--- src/design/parf_ram.sv ---
// Generic simple dual-port RAM (one write port, one read port) with registered read.
`default_nettype none
module parf_ram #(
    parameter int WIDTH = 32,
    parameter int DEPTH = 64
) (
    input  wire logic                     clk,
    input  wire logic                     we,
    input  wire logic [$clog2(DEPTH)-1:0] waddr,
    input  wire logic [WIDTH-1:0]         wdata,
    input  wire logic [$clog2(DEPTH)-1:0] raddr,
    output logic      [WIDTH-1:0]         rdata
);
    logic [WIDTH-1:0] mem [DEPTH];

    // Write and read the array.
    always_ff @(posedge clk)
    begin
        if (we)
        begin
            mem[waddr] <= wdata;
        end
        rdata <= mem[raddr];
    end
endmodule
`default_nettype wire

--- config.mk ---
export PLATFORM = sky130hd
export DESIGN_NAME = parf_ram
export DESIGN_NICKNAME = d
export VERILOG_FILES = /design/src/design/parf_ram.sv
export SDC_FILE = /design/constraint.sdc
export NUM_CORES = 2
export LEC_CHECK = 0
export BUFFER_PORTS_ARGS = -buffer_cell sky130_fd_sc_hd__clkbuf_2
export CAP_MARGIN = 20
export CORE_AREA = 2 2 375 377
export CTS_CLUSTER_SIZE = 20
export DETAILED_ROUTE_END_ITERATION = 10
export DIE_AREA = 0 0 377 379
export PLACE_DENSITY = 0.83
export SYNTH_ARGS = -nofsm -noshare
export SYNTH_HDL_FRONTEND = slang
export SYNTH_SLANG_ARGS = --single-unit
--- constraint.sdc ---
create_clock -name clk -period 4 [get_ports clk]
set_input_delay 0.8 -clock clk [delete_from_list [all_inputs] [get_ports clk]]
set_output_delay 0.8 -clock clk [all_outputs]
set_load 0.05 [all_outputs]
# Word level (Yosys, flattened, before mapping)
# Memories as Yosys holds them, arrays and structs flattened. A register that Yosys moved wholly into a read port is not among the register bits.
# Index checks and enable logic that the tools add are counted.
word_totals:
  ff_bits: 0
  latchBits: 0
  mem_bits_rw: 2048
  n_memories: 1
  in_bits: 46
  word_cells: 3
  rom_bits: 0
  out_inout_bits: 32
classes:
  shift: 0
  reduce_logical: 0
  mux: 2
  n_lt_le_gt_ge: 0
  bitwise_logic: 0
  mul: 0
  n_eq_ne: 0
  n_addsub: 0
  div_mod_pow: 0
mem_list:
  columns: ["memory", "depth", "word_bits", "rd", "rd_clocked_by_memory_dff", "write_ports", "line", "rtl"]
  rows:
  - ["mem", 64, 32, 1, 1, 1, "14", "logic [WIDTH-1:0] mem [DEPTH];"]
op_table:
  columns: ["cell", "n"]
  rows:
  - ["two-way mux 1 bit", 2]

# Logic depth before layout (Yosys ltp)
logic_depth:
  depth_word: 2
  depth_mapped: 10
  depth_no_buf: 5

# Least setup slack after synthesis
# OpenSTA, ideal clock, no wires.
synth_timing:
  path_kind: "input to register"
  startpoint: "input port waddr[3]"
  endpoint: "memory mem[48][0] (enable)"
  cell_stages: 4
  setup_ns: 0.461
  n_path_buf: 1
  slack_ns: 0.040
  arrival_ns: 3.499
  path_cell_list: "clkbuf_1 -> nor2b_1 -> nand4b_1 -> nor3_1"
synth_lines:
  columns: ["element", "line", "rtl"]
  rows:
  - ["start: declaration", "9", "input wire logic [$clog2(DEPTH)-1:0] waddr,"]
  - ["end: declaration", "14", null]
# Straight into the memory's write port.

==> results.cfg <==
[grt]
track_usage_pct = 31.24
grt-ovfl-total = 0
grt_max_degree = 66
grt_pass1_vias = 40660
grt_pass1_wl_mm = 307.4
antenna_found_initial = 16

[min_path]
hold_start = wdata[28]
hold_end = mem[6][28]$_DFFE_PP_
hold_class = primary input to register
worstHoldPathCells = 1

[critical_path]
rr_endpoint = rdata[30]$_DFF_P_
reg2reg_depth = 4
criticalPathCategory = primary input to register
crit_chain = buf_8 -> buf_4 -> mux4_2 -> mux4_2 -> o22ai_1 -> nor2_1
cp_data_required_time_ns = 4.62
cp_common_cell = mux4_2
cpPeakStageDelay_ns = 0.77
cp_slowest_cell = o22ai_1
cp_max_fo = 23
cp-start-kind = primary input
regToRegSetupSlack_ns = 1.24
cp-end-kind = register
worstPathArrival_ns = 3.82
r2r_start = mem[27][30]$_DFFE_PP_

[yosys]
ys_warn_count = 0
synth_nets = 3370
syn_area_sq_um = 78520
seq_area_frac_synth_pct = 79.14
synth_cells = 3324
async_reset_ff_share_pct = 0
synth.avg_cell_area_sq_um = 23.62
synth_ff_type = edfxtp_1
synth_edf_count = 2048
synth.distinct_cells = 34
ys_seq_elements = 2080

[clocking]
cts_tree = done
ctsLongestPathBuffers = 3
root_buffer = clkbuf_16
cts_resized = 0
postCtsSetupBuffers = 0
cts.htree.levels = 4
clk_latency_ns = 0.83
cts_hold_buf = 0
cts_num_sinks = 2080
clk_pin_slew_ns = 0.06
cts_buffers = 188

[routing]
routed_wl_mm = 221.1
via_per_inst = 7.118
vias = 40160
drt-initial-drc-count = 7048
ant_nets = 0
wl_per_cell_microns = 39.19
dr.pass1.iters = 8
drc = 0

[pwr]
p_leak_nw = 28.24
ir_drop_mv = 0.4346
p_switching_mw = 9.909
netSwitchingFraction_pct = 21.80
power_density_nw_per_um2 = 507.4
seqPwrFrac_pct = 53.3
combPwrFrac_pct = 5.8
intPower_mw = 35.55
clockPowerShare_pct = 40.8

[timing]
rsz0062_at_grt = false
finalSetupViolCount = 0
finalMaxSlewViolations = 0
final.setup.tns_ns = 0
tightestPinTransition_ns = 1.166
fin_crit_ns = 3.197
slew_headroom_pct = 22.26
fin_crit_sh_pct = 79.93
fmax_mhz = 312.8
postLayoutSetupSlackWorst_ns = 0.8029
hold_viol = 0
finalClockSkew_ns = 0.03868

[finish]
multiInputGateArea_sq_um = 15970
drive_above_1_share_pct = 31.78
fillers = 8245
register_area_sq_um = 62140
nets = 3713
fin_util_pct = 64.53
postLayoutCellArea_sq_um = 89590
area_growth_pct = 14.11

[floorplanning]
start_util_pct = 56.55
io_pins = 78
rows = 137
die_w_microns = 377
design.core.area_sq_um = 138800
dieArea_sq_um = 142900
chipHeight_microns = 379

[place]
dp_worst_setup_slack_ns = 0.2168
io_buffer_count = 77
dpl-instance-area_sq_um = 83130
dp_hpwl_mm = 118.0
gp_congestion = 0.8650

[run_status]
status = complete, no violations

[flow_run]
maxCapViolations = 0
[flip-flops by register name (all words and copies together), names as in the netlist]
name / cells
mem: 2048
rdata: 32
[layout make-up]
cell class,instances,share of cell area [%]
Antenna cell,9,0.02514
Multi-Input combinational cell,1062,17.82
Timing Repair Buffer,335,3.299
Clock inverter,81,1.010
Tap cell,1807,2.524
Sequential cell,2080,69.36
Clock buffer,268,5.963
[metal layers]
metal | part of all wire (%) | up-vias | GRT usage, %
met5 | 0.046 | - | 0
met4 | 7.1 | 16 | 19.43
met3 | 13 | 803 | 7.970
met2 | 49 | 3715 | 49.78
met1 | 31 | 20690 | 38.78
li1 | - | 14940 | -
[metrics by stage]
stage          hold WS (ns)  power, mW  instances
5_1_grt              0.3819      46.30       5639
3_5_place_dp         0.8389      27.22       5275
6_report             0.3877      45.46       5642
2_1_floorplan        0.6632      25.98       3324
4_1_cts              0.5289      45.42       5624
3_3_place_gp         0.8323      27.12       5274
[power by group through the flow]
stage	Sequential (mW)	Combinational, mW	Clock, mW
after floorplan	24.8	1.17	0
after global placement	24.7	2.43	0
after detailed placement	24.7	2.51	0
after CTS	24.2	2.58	18.6
after global routing	24.2	2.71	19.3
final	24.2	2.66	18.6
[synthesized netlist by cell type, types with 3 or more instances]
cell type / number / area (sq um)
edfxtp_1: 2048 / 61500
mux4_2: 544 / 12250
nor2_1: 137 / 514.2
mux2i_1: 93 / 930.9
o22ai_1: 84 / 525.5
clkbuf_1: 74 / 277.8
a21oi_1: 62 / 310.3
buf_2: 57 / 285.3
dfxtp_1: 32 / 640.6
o221ai_1: 27 / 236.5
nand2_1: 26 / 97.59
buf_4: 25 / 187.7
buf_1: 21 / 78.83
nor2b_1: 15 / 93.84
a22oi_1: 12 / 90.09
a311oi_1: 8 / 70.07
nand2b_1: 8 / 50.05
nor3_1: 7 / 35.03
buf_6: 5 / 56.30
nand3_1: 5 / 25.02
nand3b_1: 5 / 37.54
a41o_1: 4 / 40.04
and3_1: 4 / 25.02
o32ai_1: 4 / 35.03
or3_1: 3 / 18.77
or3b_2: 3 / 26.28
[critical path, delay by kind of cell]
family	cells	cell delay, ns
multiplexers	2	1.17
AO/OA/AOI/OAI	1	0.77
buffers and inverters	2	0.73
AND/OR/NAND/NOR	1	0.29
[placed cells by master, fill, tap and decap left out, drive strengths merged, types with 26 or more instances in the layout]
master | netlist | routed
dfxtp | 32 | 32
buf | 108 | 262
clkinv | 0 | 55
a21oi | 62 | 62
o22ai | 84 | 84
nor2 | 137 | 137
o221ai | 27 | 27
mux4 | 544 | 544
edfxtp | 2048 | 2048
nand2 | 26 | 26
clkbuf | 74 | 341
mux2i | 93 | 93
[logic make-up (layout without fill, tap and decap cells)]
| kind of cell | Yosys count | after routing | synth area share (%) |
|---|---|---|---|
| AOI/OAI and AO/OA | 202 | 202 | 1.673 |
| buffers and inverters | 182 | 684 | 1.128 |
| DFF | 2080 | 2080 | 79.14 |
| muxes | 637 | 637 | 16.79 |
| other | 0 | 9 | 0 |
| and+or+nand+nor | 223 | 223 | 1.265 |
[worst max path at each step]
stage               startpoint                    to  slack (ns)  cells after the start
finish                raddr[0]     rdata[30]$_DFF_P_        0.80                      6
global route          raddr[0]     rdata[30]$_DFF_P_        0.85                      6
CTS                   raddr[0]     rdata[30]$_DFF_P_        1.04                      6
detailed placement    raddr[0]     rdata[30]$_DFF_P_        0.22                      6
global placement      raddr[1]     rdata[30]$_DFF_P_        0.26                      7
floorplan             waddr[3]  mem[48][0]$_DFFE_PP_        0.04                      4
Power figures use the tool's default switching activity.
